File: config.mk
export PLATFORM = sky130hd
export DESIGN_NAME = h264_rtp_fua_packetizer
export DESIGN_NICKNAME = d
export VERILOG_FILES = /design/src/hdl/fua_pkg.sv /design/src/hdl/fua_front.sv /design/src/hdl/fua_queue.sv /design/src/hdl/fua_back.sv /design/src/hdl/h264_rtp_fua_packetizer.sv
export SDC_FILE = /design/constraint.sdc
export NUM_CORES = 1
export LEC_CHECK = 0
export BUFFER_PORTS_ARGS = -buffer_cell sky130_fd_sc_hd__buf_2
export CAP_MARGIN = 10
export CORE_UTILIZATION = 40
export CTS_BUF_LIST = sky130_fd_sc_hd__clkbuf_8
export DETAILED_ROUTE_END_ITERATION = 10
export HOLD_SLACK_MARGIN = 0.15
export PLACE_DENSITY = 0.65
export SYNTH_ARGS = -nofsm -noshare
export SYNTH_HDL_FRONTEND = slang
export SYNTH_SLANG_ARGS = --single-unit
File: constraint.sdc
create_clock -name clock -period 5.19 [get_ports clock]
set_input_delay 0.519 -clock clock [delete_from_list [all_inputs] [get_ports clock]]
set_output_delay 0.519 -clock clock [all_outputs]
set_load 0.05 [all_outputs]
File: src/hdl/fua_pkg.sv
// ---------------------------------------------------------------------------
// fua_pkg
// shared types and constants for the h.264 rtp fu-a packetizer
// ---------------------------------------------------------------------------
`timescale 1ns / 1ps

package fua_pkg;

   localparam int LenWidth      = 17;
   localparam int HeadWidth     = 40;
   localparam int SeqWidth      = 16;
   localparam int StampWidth    = 32;
   localparam int OffWidth      = 16;
   localparam int PayWidth      = 11;
   localparam int StepWidth     = 16;
   localparam int CsrIdxWidth   = 1;
   localparam int CsrDataWidth  = 16;
   localparam int ReqDataWidth  = 64;
   localparam int RspDataWidth  = 96;
   localparam int RspUserWidth  = 2;

   // register indexes
   localparam logic [CsrIdxWidth-1:0] CSR_MAX_PAYLOAD    = 1'd0;
   localparam logic [CsrIdxWidth-1:0] CSR_TIMESTAMP_STEP = 1'd1;

   localparam logic [PayWidth-1:0]   MAX_PAYLOAD_RST    = 11'd1300;
   localparam logic [StepWidth-1:0]  TIMESTAMP_STEP_RST = 16'd3750;
   localparam logic [PayWidth-1:0]   PAYLOAD_MIN        = 11'd1100;
   localparam logic [PayWidth-1:0]   PAYLOAD_MAX        = 11'd1400;

   localparam logic [7:0] FU_INDICATOR_BYTE = 8'h7C;
   localparam logic [7:0] FU_START_BIT      = 8'h80;
   localparam logic [7:0] FU_END_BIT        = 8'h40;

   // kind of work handed from front to back
   localparam logic [1:0] KIND_SHORT  = 2'd0;
   localparam logic [1:0] KIND_SINGLE = 2'd1;
   localparam logic [1:0] KIND_FRAG   = 2'd2;

   typedef struct packed {
      logic [1:0]          kind;
      logic [2:0]          start_off;  // 0 (short) or 3..5
      logic [OffWidth-1:0] count;      // nal bytes (single) or bytes after nal header
      logic [4:0]          nal_type;
      logic [PayWidth-1:0] lim;        // clamped max payload
   } desc_type;

endpackage

File: src/hdl/fua_front.sv
// ---------------------------------------------------------------------------
// fua_front
// accepts frame descriptors, finds the start code and classifies the frame
// ---------------------------------------------------------------------------
`timescale 1ns / 1ps

module fua_front #(
   parameter int MAX_FRAME_BYTES = 65536
) (
   input  logic                              req_tvalid,
   output logic                              req_tready,
   input  logic [fua_pkg::LenWidth-1:0]      frame_length,
   input  logic [fua_pkg::HeadWidth-1:0]     head_bytes,
   input  logic [fua_pkg::PayWidth-1:0]      max_payload,
   input  logic                              queue_ready,
   output logic                              push,
   output fua_pkg::desc_type                 desc
);
   import fua_pkg::*;

   localparam logic [LenWidth-1:0] MaxLen = LenWidth'(MAX_FRAME_BYTES);

   logic                is_short;
   logic                sep4;
   logic [LenWidth-1:0] len_c;
   logic [2:0]          sep;
   logic [7:0]          nal_hdr;
   logic [LenWidth-1:0] nal_len;
   logic [PayWidth-1:0] lim;
   logic                single;

   assign req_tready = queue_ready;
   assign push       = req_tvalid & queue_ready;

   always_comb begin
      is_short = frame_length < LenWidth'(5);
      len_c    = (frame_length > MaxLen) ? MaxLen : frame_length;
      sep4     = head_bytes[39:8] == 32'h0000_0001;
      sep      = sep4 ? 3'd4 : 3'd3;
      nal_hdr  = sep4 ? head_bytes[7:0] : head_bytes[15:8];
      nal_len  = len_c - LenWidth'(sep);
      if (max_payload < PAYLOAD_MIN) begin
         lim = PAYLOAD_MIN;
      end else if (max_payload > PAYLOAD_MAX) begin
         lim = PAYLOAD_MAX;
      end else begin
         lim = max_payload;
      end
      single = nal_len <= LenWidth'(lim);

      desc.nal_type = nal_hdr[4:0];
      desc.lim      = lim;
      if (is_short) begin
         desc.kind      = KIND_SHORT;
         desc.start_off = 3'd0;
         desc.count     = '0;
      end else if (single) begin
         desc.kind      = KIND_SINGLE;
         desc.start_off = sep;
         desc.count     = nal_len[OffWidth-1:0];
      end else begin
         // fragments skip the nal header byte
         desc.kind      = KIND_FRAG;
         desc.start_off = sep + 3'd1;
         desc.count     = nal_len[OffWidth-1:0] - OffWidth'(1);
      end
   end

endmodule

File: src/hdl/fua_queue.sv
// ---------------------------------------------------------------------------
// fua_queue
// two-entry queue of classified frames between front and back
// ---------------------------------------------------------------------------
`timescale 1ns / 1ps

module fua_queue (
   input  logic              clock,
   input  logic              reset,
   input  logic              push,
   input  fua_pkg::desc_type push_desc,
   output logic              ready,
   input  logic              pop,
   output logic              not_empty,
   output fua_pkg::desc_type pop_desc
);
   import fua_pkg::*;

   desc_type   mem [2];
   logic       wr_ptr_ff, wr_ptr_in;
   logic       rd_ptr_ff, rd_ptr_in;
   logic [1:0] count_ff,  count_in;

   assign ready     = count_ff != 2'd2;
   assign not_empty = count_ff != 2'd0;
   assign pop_desc  = mem[rd_ptr_ff];

   always_comb begin
      wr_ptr_in = wr_ptr_ff ^ push;
      rd_ptr_in = rd_ptr_ff ^ pop;
      count_in  = count_ff + {1'b0, push} - {1'b0, pop};
   end

   always_ff @(posedge clock) begin
      if (reset) begin
         wr_ptr_ff <= 1'b0;
         rd_ptr_ff <= 1'b0;
         count_ff  <= 2'd0;
      end else begin
         wr_ptr_ff <= wr_ptr_in;
         rd_ptr_ff <= rd_ptr_in;
         count_ff  <= count_in;
      end
   end

   always_ff @(posedge clock) begin
      if (push) begin
         mem[wr_ptr_ff] <= push_desc;
      end
   end

endmodule

File: src/hdl/fua_back.sv
// ---------------------------------------------------------------------------
// fua_back
// cuts one classified frame into packet descriptors, one per cycle while rsp_tready does not stall
// ---------------------------------------------------------------------------
`timescale 1ns / 1ps

module fua_back (
   input  logic                                 clock,
   input  logic                                 reset,
   input  logic                                 not_empty,
   input  fua_pkg::desc_type                    pop_desc,
   output logic                                 pop,
   input  logic [fua_pkg::StepWidth-1:0]        timestamp_step,
   output logic                                 rsp_tvalid,
   input  logic                                 rsp_tready,
   output logic [fua_pkg::RspDataWidth-1:0]     rsp_tdata,
   output logic [fua_pkg::RspUserWidth-1:0]     rsp_tuser,
   output logic                                 rsp_tlast
);
   import fua_pkg::*;

   // work registers
   logic                  busy_ff,  busy_in;
   logic                  first_ff, first_in;
   logic [1:0]            kind_ff,  kind_in;
   logic [OffWidth-1:0]   off_ff,   off_in;
   logic [OffWidth-1:0]   rest_ff,  rest_in;
   logic [4:0]            type_ff,  type_in;
   logic [PayWidth-1:0]   lim_ff,   lim_in;
   logic [SeqWidth-1:0]   seq_ff,   seq_in;
   logic [StampWidth-1:0] stamp_ff, stamp_in;

   // output register
   logic                    valid_ff, valid_in;
   logic [RspDataWidth-1:0] data_ff,  data_in;
   logic [RspUserWidth-1:0] user_ff,  user_in;
   logic                    last_ff,  last_in;

   logic                load;
   logic [OffWidth-1:0] piece_raw;
   logic [OffWidth-1:0] piece;
   logic                frag_last;
   logic                done;
   logic [OffWidth-1:0] r_off;
   logic [PayWidth-1:0] r_len;
   logic [7:0]          r_ind;
   logic [7:0]          r_hdr;
   logic                r_frag;
   logic                r_short;

   assign rsp_tvalid = valid_ff;
   assign rsp_tdata  = data_ff;
   assign rsp_tuser  = user_ff;
   assign rsp_tlast  = last_ff;

   assign pop  = ~busy_ff & not_empty;
   assign load = busy_ff & (~valid_ff | rsp_tready);

   always_comb begin
      piece_raw = (rest_ff < OffWidth'(lim_ff)) ? rest_ff : OffWidth'(lim_ff);
      // a lone fragment would carry start and end: split off its last byte
      piece     = (first_ff && piece_raw == rest_ff) ? rest_ff - OffWidth'(1) : piece_raw;
      frag_last = piece == rest_ff;

      r_off   = '0;
      r_len   = '0;
      r_ind   = '0;
      r_hdr   = '0;
      r_frag  = 1'b0;
      r_short = 1'b0;
      done    = 1'b1;
      case (kind_ff)
         KIND_SHORT: begin
            r_short = 1'b1;
         end
         KIND_SINGLE: begin
            r_off = off_ff;
            r_len = rest_ff[PayWidth-1:0];
         end
         KIND_FRAG: begin
            r_off  = off_ff;
            r_len  = piece[PayWidth-1:0];
            r_ind  = FU_INDICATOR_BYTE;
            r_hdr  = {3'b000, type_ff} | (first_ff ? FU_START_BIT : 8'h00)
                     | (frag_last ? FU_END_BIT : 8'h00);
            r_frag = 1'b1;
            done   = frag_last;
         end
         default: begin
            r_short = 1'b1;
         end
      endcase
   end

   always_comb begin
      busy_in  = busy_ff;
      first_in = first_ff;
      kind_in  = kind_ff;
      off_in   = off_ff;
      rest_in  = rest_ff;
      type_in  = type_ff;
      lim_in   = lim_ff;
      seq_in   = seq_ff;
      stamp_in = stamp_ff;
      valid_in = valid_ff & ~rsp_tready;
      data_in  = data_ff;
      user_in  = user_ff;
      last_in  = last_ff;

      if (pop) begin
         busy_in  = 1'b1;
         first_in = 1'b1;
         kind_in  = pop_desc.kind;
         off_in   = OffWidth'(pop_desc.start_off);
         rest_in  = pop_desc.count;
         type_in  = pop_desc.nal_type;
         lim_in   = pop_desc.lim;
      end

      if (load) begin
         valid_in = 1'b1;
         data_in  = {5'b00000, r_hdr, r_ind, r_len, r_off, stamp_ff, seq_ff};
         user_in  = {r_short, r_frag};
         last_in  = done;
         first_in = 1'b0;
         off_in   = off_ff + piece;
         rest_in  = rest_ff - piece;
         if (!r_short) begin
            seq_in = seq_ff + SeqWidth'(1);
         end
         if (done) begin
            busy_in = 1'b0;
            if (!r_short) begin
               stamp_in = stamp_ff + StampWidth'(timestamp_step);
            end
         end
      end
   end

   always_ff @(posedge clock) begin
      if (reset) begin
         busy_ff  <= 1'b0;
         valid_ff <= 1'b0;
         seq_ff   <= '0;
         stamp_ff <= '0;
      end else begin
         busy_ff  <= busy_in;
         valid_ff <= valid_in;
         seq_ff   <= seq_in;
         stamp_ff <= stamp_in;
      end
   end

   always_ff @(posedge clock) begin
      first_ff <= first_in;
      kind_ff  <= kind_in;
      off_ff   <= off_in;
      rest_ff  <= rest_in;
      type_ff  <= type_in;
      lim_ff   <= lim_in;
      data_ff  <= data_in;
      user_ff  <= user_in;
      last_ff  <= last_in;
   end

endmodule

File: src/hdl/h264_rtp_fua_packetizer.sv
// ---------------------------------------------------------------------------
// h264_rtp_fua_packetizer
// turns h.264 annex b frame descriptors into rtp packet descriptors
// ---------------------------------------------------------------------------
// path: the first packet descriptor of an accepted frame passes through the queue,
//   the back end work registers and its output register before rsp_tvalid
// throughput: the back end takes a frame from the queue, then gives one packet
//   per cycle while the receiver does not stall; up to 60 packets per frame
// the two-entry queue lets up to two classified frames wait behind the back end
// reset (synchronous, active high) clears sequence number and timestamp to zero
//   and restores the default max payload and timestamp step
`timescale 1ns / 1ps

module h264_rtp_fua_packetizer #(
   parameter int MAX_FRAME_BYTES = 65536
) (
   input  logic                                 clock,
   input  logic                                 reset,
   // frame descriptor channel
   input  logic                                 req_tvalid,
   output logic                                 req_tready,
   // [16:0] frame_length, [56:17] head_bytes, rest zero
   input  logic [fua_pkg::ReqDataWidth-1:0]     req_tdata,
   // packet descriptor channel
   output logic                                 rsp_tvalid,
   input  logic                                 rsp_tready,
   // [15:0] sequence_res, [47:16] stamp, [63:48] payload_offset,
   // [74:64] payload_length, [82:75] fu_indicator, [90:83] fu_header, rest zero
   output logic [fua_pkg::RspDataWidth-1:0]     rsp_tdata,
   // [0] fragmented, [1] too_short
   output logic [fua_pkg::RspUserWidth-1:0]     rsp_tuser,
   output logic                                 rsp_tlast,   // last_packet
   // configuration writes
   input  logic                                 csr_we,
   input  logic [fua_pkg::CsrIdxWidth-1:0]      csr_index,
   input  logic [fua_pkg::CsrDataWidth-1:0]     csr_wdata
);
   import fua_pkg::*;

   // configuration registers
   logic [PayWidth-1:0]  max_payload_ff, max_payload_in;
   logic [StepWidth-1:0] ts_step_ff,     ts_step_in;

   // front to queue
   logic     push;
   desc_type push_desc;
   logic     queue_ready;

   // queue to back
   logic     pop;
   logic     not_empty;
   desc_type pop_desc;

   always_comb begin
      max_payload_in = max_payload_ff;
      ts_step_in     = ts_step_ff;
      if (csr_we) begin
         case (csr_index)
            CSR_MAX_PAYLOAD:    max_payload_in = csr_wdata[PayWidth-1:0];
            CSR_TIMESTAMP_STEP: ts_step_in     = csr_wdata[StepWidth-1:0];
            default: begin
               max_payload_in = max_payload_ff;
            end
         endcase
      end
   end

   always_ff @(posedge clock) begin
      if (reset) begin
         max_payload_ff <= MAX_PAYLOAD_RST;
         ts_step_ff     <= TIMESTAMP_STEP_RST;
      end else begin
         max_payload_ff <= max_payload_in;
         ts_step_ff     <= ts_step_in;
      end
   end

   // front: start code detection, length clamp, single vs fragmented
   fua_front #(
      .MAX_FRAME_BYTES (MAX_FRAME_BYTES)
   ) u_front (
      .req_tvalid   (req_tvalid),
      .req_tready   (req_tready),
      .frame_length (req_tdata[LenWidth-1:0]),
      .head_bytes   (req_tdata[LenWidth+HeadWidth-1:LenWidth]),
      .max_payload  (max_payload_ff),
      .queue_ready  (queue_ready),
      .push         (push),
      .desc         (push_desc)
   );

   // decouples classification from packet generation
   fua_queue u_queue (
      .clock     (clock),
      .reset     (reset),
      .push      (push),
      .push_desc (push_desc),
      .ready     (queue_ready),
      .pop       (pop),
      .not_empty (not_empty),
      .pop_desc  (pop_desc)
   );

   // back: one packet descriptor per cycle while rsp_tready allows, owns sequence and timestamp
   fua_back u_back (
      .clock          (clock),
      .reset          (reset),
      .not_empty      (not_empty),
      .pop_desc       (pop_desc),
      .pop            (pop),
      .timestamp_step (ts_step_ff),
      .rsp_tvalid     (rsp_tvalid),
      .rsp_tready     (rsp_tready),
      .rsp_tdata      (rsp_tdata),
      .rsp_tuser      (rsp_tuser),
      .rsp_tlast      (rsp_tlast)
   );

endmodule

==> results of run 1 <==
how the worst max path moves through the flow:
stage	startpoint	slack, ns	to	cells after the start
after global placement	u_back.lim_ff[1]	0.02	u_back.stamp_ff[20]	18
after floorplan	u_back.rest_ff[1]	0.17	u_back.stamp_ff[20]	17
after CTS	u_back.lim_ff[2]	0.08	u_back.stamp_ff[18]	20
after global routing	u_back.lim_ff[1]	0.01	u_back.stamp_ff[18]	19
final	u_back.rest_ff[15]	0.26	u_back.stamp_ff[18]	18
after detailed placement	u_back.lim_ff[2]	-0.008	u_back.stamp_ff[18]	20
flip-flops by register name, summed over array words and instances (netlist names):
register and flops:
u_back.rest_ff 16, u_queue.mem 74, u_back.seq_ff 16, u_back.first_ff 1
u_back.rsp_tuser 2, u_back.lim_ff 11, u_back.type_ff 5, u_back.rsp_tvalid 1
u_back.stamp_ff 32, u_back.rsp_tlast 1, u_back.off_ff 16, u_queue.rd_ptr_ff 1
ts_step_ff 16, u_back.kind_ff 2, u_queue.count_ff 2, u_back.busy_ff 1
u_queue.wr_ptr_ff 1, u_back.rsp_tdata 82, max_payload_ff 11
worst max-delay path, delay by kind of cell (launching register included):
kind / cells / cell delay, ns
mux: 1 / 0.33
flops: 1 / 0.48
fa+ha+maj: 1 / 0.31
simple gates: 7 / 1.76
buf+inv: 3 / 0.53
compound gates: 6 / 1.37
kinds of logic after synthesis:
kind of cell / synth area share (%)
mux: 3.40
fa+ha+maj: 7.04
xor+xnor: 3.78
compound gates: 14.0
other cells: 0.0483
simple gates: 16.5
buf+inv: 4.25
flops: 51.0
layout make-up:
class,count,area share [%]
clock inverters,39,1.36
clock buffers,54,4.06
inverters,76,1.60
repair buffers,243,7.74
diodes,1,0.0137
multi-input cells,1053,38.5
well taps,511,3.49
flip-flops and latches,291,43.2
power breakdown:
part	leakage (nW)	switching [mW]	total (mW)	internal, mW
clock network	0.548	0.932	2.05	1.11
logic	4.19	3.01	4.66	1.65
registers	2.65	0.267	3.54	3.27
routing by layer:
| layer | global-route usage [%] | vias to the layer above |
|---|---|---|
| met4 | 5.75 | 0 |
| met1 | 25.3 | 5675 |
| met5 | 0 | - |
| met2 | 30.4 | 382 |
| li1 | - | 5941 |
| met3 | 2.78 | 68 |
metrics by stage:
step,hold WS (ns),setup WS [ns],cells,setup TNS (ns)
after global placement,0.419,0.0175,2172,0
after floorplan,0.408,0.170,1496,0
final,0.198,0.263,2268,0
after global routing,0.184,0.0126,2267,0
after detailed placement,0.428,-0.00839,2172,-0.00839
after CTS,0.157,0.0793,2265,0
repair_timing:
item	CTS	global route
setup buffers	0	2
pin swaps	0	4
endpoints found under the setup margin	2	25
gates resized for setup	1	8
gates cloned	0	0
hold endpoints to repair	0	0
placed cells by master (no fill, tap or decap), types with 22 or more instances in the layout:
cell / instances
o21ai_0: 54
mux2_2: 22
buf_4: 75
buf_2: 167
edfxtp_1: 209
nand4_1: 31
nand3_1: 33
and3_1: 27
inv_1: 84
xnor2_1: 34
nor3_1: 27
a21oi_1: 94
nor2b_1: 44
mux2i_1: 28
dfxtp_1: 81
xor2_1: 33
clkbuf_8: 54
nand2_1: 131
nor2_1: 104
a21o_1: 39
ha_1: 81
==> run summary, run 1 <==
Outcome -> complete, no violations
Maximum fanout along the worst path -> 8
Clock-pin slew on the worst setup and hold paths -> 0.07 ns
Post-synthesis sequential area ratio -> 51.0%
Routed WL -> 37,200 um
Post-synth EDFFs -> 209
Final Hold Vio Count -> 0
RR Endpoint -> u_back.stamp_ff[18]
DRC -> 0
Most common library cells after synthesis -> edfxtp_1 (209), nand2_1 (131), nor2_1 (105)
Clk root buf -> clkbuf_8
Gr ovfl total -> 0
Die Y -> 199 um
First-pass GRT wire length -> 58,200 um
Clk Latency, worst-skew pair -> 0.58 ns
Clk buf depth -> 3
Initial antenna violation count -> 0
Footprint of the multi-input gates -> 0.00706 sq mm
Routed vias -> 12.1k
Max stage delay cell, worst path -> or4_1
Critical path class -> flop to flop
Core footprint -> 0.0379 sq mm
Port bufs -> 167
Initial DRC count -> 777
Clock sinks -> 291
Total power -> 10.2 mW
Worst Setup Start Kind -> flop
Final Slew Violations -> 0
Count leader, synth -> edfxtp_1
Hold endpoint -> ts_step_ff[11]
Minimum clock period -> 4.93 ns
Worst slew pin tran -> 1.05 ns
Hold Crit Start -> csr_wdata[11]
Mean Syn Cell Area -> 10.5 sq um
Total CTS buffers -> 50
Area share of the largest cell type after synthesis -> 40.4%
GP Congestion -> 0.920
Critical Path Max Stage Delay -> 0.56 ns
Final Util -> 48.3%
Max layer used -> met4
Setup violators final -> 0
Main synth FF type -> edfxtp_1
Max-Cap Viols -> 0
Synthesis-to-layout area growth -> 17.9%
Number of synthesized register bits -> 291
Starting Density -> 41.0%
Leakage power -> 7.39 nW
Post-DP Area -> 0.0173 sq mm
WP data required -> 5.64 ns
WL met3 -> 1800 um
Largest net degree at the start of global routing -> 82
Yosys warns -> 0
Htree depth -> 2
Vias per std cell -> 5.32
Power density over cell area -> 559 mW/mm^2
Slew HR -> 30.3%
Met1 Wirelength -> 17,400 um
Ports -> 187
First drt pass iteration count -> 6
Wire length per cell -> 16.4 um
Worst path most repeated cell -> buf_4
FF-to-FF path depth -> 18
Fmax -> 0.203 GHz
Die Wd -> 199 um
# nets final -> 1,886
Synthesized cell area -> 0.0155 sq mm
Fill count -> 3,523
Post-synth top area cell -> edfxtp_1
Fraction of layout cells with a size suffix above 1 -> 21.5%
Hold-fix buffer count after cts -> 0
Met2 wire len -> 17,000 um
Reg2reg start -> u_back.rest_ff[15]
GRT Resource Usage Total -> 18.6%
Num rows -> 71
Unrepaired setup endpoints after global routing -> false
Seq. cell area -> 0.00792 sq mm
Maximum VDD drop -> 0.355 mV
Crit path DAT -> 5.38 ns
Final Cell Area -> 0.0183 sq mm
CP Cell Sequence -> or4_1, nor2_1, a31oi_1, o21ai_0, a21o_2, buf_4, nand2_1, o22ai_1, a21oi_1, ha_1, nand4_1, nor4_4, buf_4, nand4b_1, a2111oi_2, buf_4, and3_1, mux2_2
CTS tree -> yes
Post-route ant nets -> 0
Flop-to-flop setup slack -> 0.26 ns
Die area -> 0.0396 sq mm
Setup Skew -> 0.0228 ns
Final period util -> 94.9%
Mapped Cells -> 1,483
WHS Path Cells -> 3
Number of global-route vias before repair -> 11.3k
Area contributors post-synth -> edfxtp_1 (40%), dfxtp_1 (11%), ha_1 (6.5%), nand2_1 (3.2%), a21oi_1 (3.1%)
CP endpoint kind -> flop
Hold WC Path Type -> primary input to flop
Synth unique cells -> 74
Post-detail-place hpwl -> 26,900 um
Share of flip-flops with an asynchronous set or reset -> 0%
Power figures use the tool's default switching activity.
==> run 2: changes to the inputs <==
Settings changed: BUFFER_PORTS_ARGS -buffer_cell sky130_fd_sc_hd__buf_2 to not set, DONT_BUFFER_PORTS set to 1, PLACE_DENSITY 0.65 to 0.6.
==> run summary, run 2 (synthesis results as in run 1) <==
Outcome -> complete, no violations (unchanged)
Reg2reg start -> u_back.lim_ff[10] (was u_back.rest_ff[15])
Crit path buffers/inverters -> 4 (was 3)
Most frequent cells in the layout -> edfxtp_1 (209), nand2_1 (131), nor2_1 (104), a21oi_1 (93), inv_1 (87) (was edfxtp_1 (209), buf_2 (167), nand2_1 (131), nor2_1 (104), a21oi_1 (94))
Worst setup endpoint -> u_back.stamp_ff[20] (was u_back.stamp_ff[18])
GRT Resource Usage Total -> 19.0% (was 18.6%)
Clock-pin slew on the worst setup and hold paths -> 0.06 ns (was 0.07 ns)
Critical Path Max Stage Delay -> 0.47 ns (was 0.56 ns)
Critical path's top delay family -> simple AND/OR/NAND/NOR gates (unchanged)
Htree depth -> 2 (unchanged)
Vias per std cell -> 5.41 (was 5.32)
Critical path depth in cells -> 20 (was 18)
Initial DRC count -> 822 (was 777)
Routed WL -> 37,100 um (was 37,200 um)
Clk buf depth -> 3 (unchanged)
Routed vias -> 11.5k (was 12.1k)
# nets final -> 1,746 (was 1,886)
Crit path DAT -> 5.45 ns (was 5.38 ns)
Final Util -> 46.9% (was 48.3%)
Post-DP Area -> 0.0165 sq mm (was 0.0173 sq mm)
Ports -> 187 (unchanged)
Setup Skew -> 0.0259 ns (was 0.0228 ns)
Port bufs -> 0 (was 167)
Hold WC Path Type -> primary input to flop (unchanged)
Clk root buf -> clkbuf_8 (unchanged)
Wire length per cell -> 17.5 um (was 16.4 um)
Worst slew pin tran -> 0.925 ns (was 1.05 ns)
Die Y -> 199 um (unchanged)
Slew HR -> 38.3% (was 30.3%)
GP Congestion -> 0.925 (was 0.920)
Final Slew Violations -> 0 (unchanged)
Setup violators final -> 0 (unchanged)
CP Cell Sequence -> inv_1, ha_1, nand3_1, a211oi_1, a31oi_1, o21ai_0, a21o_2, or4_1, o21ai_0, a21oi_1, ha_1, nand4_1, nor4_4, buf_4, nand4b_1, buf_4, a2111oi_2, buf_4, and3_1, mux2_2 (was or4_1, nor2_1, a31oi_1, o21ai_0, a21o_2, buf_4, nand2_1, o22ai_1, a21oi_1, ha_1, nand4_1, nor4_4, buf_4, nand4b_1, a2111oi_2, buf_4, and3_1, mux2_2)
Post-route worst setup slack -> 0.234 ns (was 0.263 ns)
Clock sinks -> 291 (unchanged)
Final Hold Vio Count -> 0 (unchanged)
Leakage power -> 6.83 nW (was 7.39 nW)
Critical path class -> flop to flop (unchanged)
Power density over cell area -> 565 mW/mm^2 (was 559 mW/mm^2)
FF-to-FF path depth -> 20 (was 18)
Num rows -> 71 (unchanged)
Initial antenna violation count -> 0 (unchanged)
Core footprint -> 0.0379 sq mm (unchanged)
Worst Setup Start Kind -> flop (unchanged)
Clk Latency, worst-skew pair -> 0.62 ns (was 0.58 ns)
Post-CTS Setup Bufs -> 0 (unchanged)
Final period util -> 95.5% (was 94.9%)
Unrepaired setup endpoints after global routing -> false (unchanged)
Largest net degree at the start of global routing -> 75 (was 82)
Final Cell Area -> 0.0178 sq mm (was 0.0183 sq mm)
CP endpoint kind -> flop (unchanged)
Die area -> 0.0396 sq mm (unchanged)
Number of global-route vias before repair -> 11.0k (was 11.3k)
Setup_tns -> 0 ns (unchanged)
Flop-to-flop setup slack -> 0.23 ns (was 0.26 ns)
Synthesis-to-layout area growth -> 14.4% (was 17.9%)
Worst path most repeated cell -> buf_4 (unchanged)
First-pass GRT wire length -> 59,100 um (was 58,200 um)
Fill count -> 3,491 (was 3,523)
Total CTS buffers -> 50 (unchanged)
Most common cell after layout, fill and taps aside -> edfxtp_1 (unchanged)
WP data required -> 5.69 ns (was 5.64 ns)
Max-Cap Viols -> 0 (unchanged)
ANT cells -> 0 (was 1)
Post-route ant nets -> 0 (unchanged)
Pre-CTS setup slack -> -0.0778 ns (was -0.00839 ns)
Starting Density -> 41.0% (unchanged)
Die Wd -> 199 um (unchanged)
Maximum VDD drop -> 0.273 mV (was 0.355 mV)
Gr ovfl total -> 0 (unchanged)
Max FFs per register -> 82 (unchanged)
Minimum clock period -> 4.96 ns (was 4.93 ns)
Crit path launch -> u_back.lim_ff[10] (was u_back.rest_ff[15])
Post-detail-place hpwl -> 26,500 um (was 26,900 um)
DRC -> 0 (unchanged)
Hold slack final -> 0.242 ns (was 0.198 ns)
RR Endpoint -> u_back.stamp_ff[20] (was u_back.stamp_ff[18])
Fmax -> 0.202 GHz (was 0.203 GHz)
Fraction of layout cells with a size suffix above 1 -> 13.0% (was 21.5%)
CTS tree -> yes (unchanged)
First drt pass iteration count -> 5 (was 6)
Max stage delay cell, worst path -> or4_1 (unchanged)
Maximum fanout along the worst path -> 8 (unchanged)
-- run 2: final cells by class --
cell class	count	area [sq um]	share of cell area [%]
flip-flops and latches	291	7920	44.6
clock inverters	37	239	1.34
inverters	76	293	1.65
clock buffers	51	702	3.95
well taps	511	639	3.60
multi-input cells	1053	7100	39.9
repair buffers	103	886	4.98
-- run 2: worst min path at each step --
stage                            from                    to  slack [ns]  cells after the start
detailed placement  u_back.seq_ff[14]  u_back.rsp_tdata[14]        0.42                      0
global route                csr_index     max_payload_ff[5]        0.24                      3
CTS                         csr_index     max_payload_ff[5]        0.20                      3
global placement    u_back.seq_ff[14]  u_back.rsp_tdata[14]        0.42                      0
floorplan           u_back.seq_ff[14]  u_back.rsp_tdata[14]        0.41                      0
finish                      csr_index     max_payload_ff[5]        0.24                      3
-- run 2: what timing repair did --
item,4_1_cts,5_1_grt
hold endpoints to repair,88,0
pin swaps,1,2
gates cloned,0,0
setup endpoints to repair,3,14
hold buffers,28,0
gates resized for setup,2,15
-- run 2: worst register-to-register path: stages (launching register included) --
cell and delay [ns]:
edfxtp_1 0.45, inv_1 0.08, ha_1 0.31, nand3_1 0.17, a211oi_1 0.08, a31oi_1 0.20
o21ai_0 0.18, a21o_2 0.29, or4_1 0.47, o21ai_0 0.15, a21oi_1 0.14, ha_1 0.33
nand4_1 0.20, nor4_4 0.25, buf_4 0.16, nand4b_1 0.15, buf_4 0.19, a2111oi_2 0.36
buf_4 0.21, and3_1 0.17, mux2_2 0.33
-- run 2: through the flow --
stage | instances | power, mW
2_1_floorplan | 1496 | 6.85
3_3_place_gp | 2006 | 7.89
4_1_cts | 2122 | 10.1
5_1_grt | 2122 | 10.7
6_report | 2122 | 10.0
3_5_place_dp | 2006 | 7.98
-- run 2: per-layer routing --
| layer | GRT usage [%] | vias up | part of all wire, % |
|---|---|---|---|
| met5 | 0 | - | 0 |
| met4 | 6.01 | 0 | 2.3 |
| met3 | 4.49 | 57 | 5.6 |
| met2 | 29.9 | 304 | 46 |
| met1 | 25.6 | 5469 | 47 |
| li1 | - | 5642 | - |
-- run 2: where the power goes --
group	internal, mW	total [mW]	switching, mW
Clock	1.06	2.00	0.938
Combinational	1.52	3.82	2.30
Sequential	3.29	4.22	0.933
Total	5.87	10.0	4.17
==> run 3: changes to the inputs <==
Settings changed: SYNTH_HIERARCHICAL set to 1.
==> run summary, run 3 <==
Outcome -> complete, no violations (unchanged)
Maximum fanout along the worst path -> 21 (was 8)
Wire length per cell -> 17.4 um (was 17.5 um)
Most common library cells after synthesis -> edfxtp_1 (209), nor2_1 (112), nand2_1 (101) (was edfxtp_1 (209), nand2_1 (131), nor2_1 (105))
Clk root buf -> clkbuf_8 (unchanged)
Most common cell after layout, fill and taps aside -> edfxtp_1 (unchanged)
Hold WC Path Type -> primary input to flop (unchanged)
Area contributors post-synth -> edfxtp_1 (40%), dfxtp_1 (10%), ha_1 (6.5%), a21oi_1 (2.9%), o21ai_0 (2.8%) (was edfxtp_1 (40%), dfxtp_1 (11%), ha_1 (6.5%), nand2_1 (3.2%), a21oi_1 (3.1%))
Clock sinks -> 291 (unchanged)
Clock-pin slew on the worst setup and hold paths -> 0.06 ns (about the same)
GRT Resource Usage Total -> 18.0% (was 19.0%)
Die Y -> 200 um (was 199 um)
Post-synth top area cell -> edfxtp_1 (unchanged)
XOR/XNOR share of the synthesized area -> 4.06% (was 3.78%)
Number of synthesized register bits -> 291 (unchanged)
Total CTS buffers -> 49 (was 50)
Largest net degree at the start of global routing -> 94 (was 75)
Final Slew Violations -> 0 (unchanged)
Post-synthesis compound-gate area fraction -> 12.9% (was 14.0%)
Max FFs per register -> 82 (unchanged)
Worst slew pin tran -> 0.996 ns (was 0.925 ns)
First drt pass iteration count -> 5 (unchanged)
Crit path DAT -> 5.45 ns (about the same)
Initial antenna violation count -> 2 (was 0)
Port bufs -> 0 (unchanged)
CP endpoint kind -> flop (unchanged)
Post-DP Area -> 0.0165 sq mm (about the same)
Number of global-route vias before repair -> 10.8k (was 11.0k)
Critical path class -> flop to flop (unchanged)
Largest family of logic cells by synthesized area -> simple AND/OR/NAND/NOR gates (unchanged)
Max-Cap Viols -> 0 (unchanged)
Count leader, synth -> edfxtp_1 (unchanged)
Fmax -> 0.201 GHz (was 0.202 GHz)
Post-detail-place hpwl -> 25,800 um (was 26,500 um)
Die area -> 0.0399 sq mm (was 0.0396 sq mm)
Final Hold Vio Count -> 0 (unchanged)
Leakage power -> 6.90 nW (was 6.83 nW)
Final period util -> 95.9% (was 95.5%)
Htree depth -> 2 (unchanged)
Synthesis-to-layout area growth -> 14.6% (was 14.4%)
Setup violators final -> 0 (unchanged)
First-pass GRT wire length -> 56,800 um (was 59,100 um)
Mean Syn Cell Area -> 10.8 sq um (was 10.5 sq um)
Power density over cell area -> 540 mW/mm^2 (was 565 mW/mm^2)
Slew HR -> 33.6% (was 38.3%)
Mapped Cells -> 1,451 (was 1,483)
Num rows -> 72 (was 71)
Unrepaired setup endpoints after global routing -> false (unchanged)
Adder-cell share of the synthesized area -> 6.98% (was 7.04%)
Final Cell Area -> 0.0179 sq mm (was 0.0178 sq mm)
Setup Skew -> 0.0383 ns (was 0.0259 ns)
Worst Setup Start Kind -> flop (unchanged)
Post-synthesis sequential area ratio -> 50.6% (was 51.0%)
Post-route ant nets -> 0 (unchanged)
Clk Latency, worst-skew pair -> 0.61 ns (was 0.62 ns)
Minimum clock period -> 4.98 ns (was 4.96 ns)
Fraction of layout cells with a size suffix above 1 -> 13.9% (was 13.0%)
Ports -> 187 (unchanged)
Routed vias -> 11.3k (was 11.5k)
Routed WL -> 36,700 um (was 37,100 um)
Gr ovfl total -> 0 (unchanged)
Synth unique cells -> 91 (was 74)
Final Util -> 46.4% (was 46.9%)
CTS tree -> yes (unchanged)
Starting Density -> 40.5% (was 41.0%)
Post-synth EDFFs -> 209 (unchanged)
Die Wd -> 200 um (was 199 um)
WP data required -> 5.66 ns (was 5.69 ns)
GP Congestion -> 0.877 (was 0.925)
Core footprint -> 0.0386 sq mm (was 0.0379 sq mm)
Vias per std cell -> 5.34 (was 5.41)
Main synth FF type -> edfxtp_1 (unchanged)
Synthesized cell area -> 0.0157 sq mm (was 0.0155 sq mm)
Mux contribution to synthesized area -> 4.59% (was 3.40%)
Clk buf depth -> 3 (unchanged)
DRC -> 0 (unchanged)
Area share of the largest cell type after synthesis -> 40.1% (was 40.4%)
Maximum VDD drop -> 0.206 mV (was 0.273 mV)
Share of flip-flops with an asynchronous set or reset -> 0% (unchanged)
Most frequent cells in the layout -> edfxtp_1 (209), nor2_1 (111), nand2_1 (101), a21oi_1 (90), o21ai_0 (85) (was edfxtp_1 (209), nand2_1 (131), nor2_1 (104), a21oi_1 (93), inv_1 (87))
Yosys warns -> 6 (was 0)
Simple logic cell fraction of the synthesized area -> 16.7% (was 16.5%)
Initial DRC count -> 580 (was 822)
# nets final -> 1,731 (was 1,746)
-- run 3: cell count changes in the layout (fill, tap and decap cells not counted), sizes merged, moves of 11 or more --
cell | before | now
mux2 | 22 | 43
dlygate4sd3 | 27 | 45
nand2 | 131 | 102
nand2b | 15 | 30
a21o | 40 | 20
and3 | 27 | 16
mux2i | 28 | 16
a31o | 15 | 3
nand3b | 1 | 17
o21ai | 58 | 90
-- run 3: per-stage QoR --
step	instances	hold slack [ns]	power [mW]	worst slack [ns]	setup TNS, ns
finish	2113	0.187	9.69	0.212	0
global route	2112	0.158	10.3	0.0359	0
CTS	2109	0.151	9.73	0.171	0
detailed placement	1978	0.453	7.80	-0.00314	-0.00626
global placement	1978	0.433	7.72	0.0319	0
floorplan	1461	0.417	6.81	0.0593	0
-- run 3: cell type report --
class	count	area, sq um
clock inverter	35	181
tap	518	648
inverter	64	243
multi-input combinational	1033	7180
clock buffer	50	688
antenna	1	2.50
fill	3559	20700
sequential	291	7920
timing repair buffer	121	1090
-- run 3: routing by layer --
layer	routed length, um	share of wire, %	track usage, %
met1	17000	46	24.3
met2	16900	46	28.5
met3	1550	4.2	3.31
met4	1210	3.3	7.61
met5	13	0.035	0
-- run 3: power breakdown --
| group | total, mW | internal, mW | switching, mW |
|---|---|---|---|
| Clock | 1.85 | 0.942 | 0.904 |
| Sequential | 4.28 | 3.29 | 0.985 |
| Combinational | 3.56 | 1.46 | 2.10 |
| Total | 9.69 | 5.70 | 3.99 |
-- run 3: path summary, 6_finish.rpt --
check / startpoint / end / slack [ns] / cells past startpoint
max: u_back/rest_ff[2] / u_back/stamp_ff[28] / 0.21 / 16
min: req_tdata[25] / u_queue/mem[1][11] / 0.19 / 1
max reg2reg: u_back/rest_ff[2] / u_back/stamp_ff[28] / 0.21 / 16
min reg2reg: u_back/seq_ff[15] / u_back/rsp_tdata[15] / 0.47 / 0
-- run 3: kinds of logic (layout without fill, tap and decap cells) --
family,Yosys count,count (layout)
XOR/XNOR,71,71
buffers and inverters,137,270
multiplexers,59,59
other,3,14
AND/OR/NAND/NOR,493,493
adder cells (fa/ha/maj),85,85
flip-flops,291,291
AO/OA/AOI/OAI,312,312
-- run 3: critical path, stage by stage, from the launching register on --
cell and delay (ns):
edfxtp_1 0.46, buf_4 0.20, or3_4 0.38, or4_4 0.45, or3_1 0.34, or2_4 0.27
a2111oi_4 0.43, inv_1 0.10, ha_1 0.32, nand4_1 0.13, nor4_1 0.36, buf_4 0.18
nand3b_1 0.09, o32a_1 0.26, nor2b_4 0.22, nor4_2 0.33, mux2_2 0.36
-- run 3: repair_timing --
action	in CTS	in global routing
hold buffers	46	0
setup buffers	0	3
gates resized for setup	0	7
setup endpoints to repair	0	29
endpoints found under the hold margin	89	0
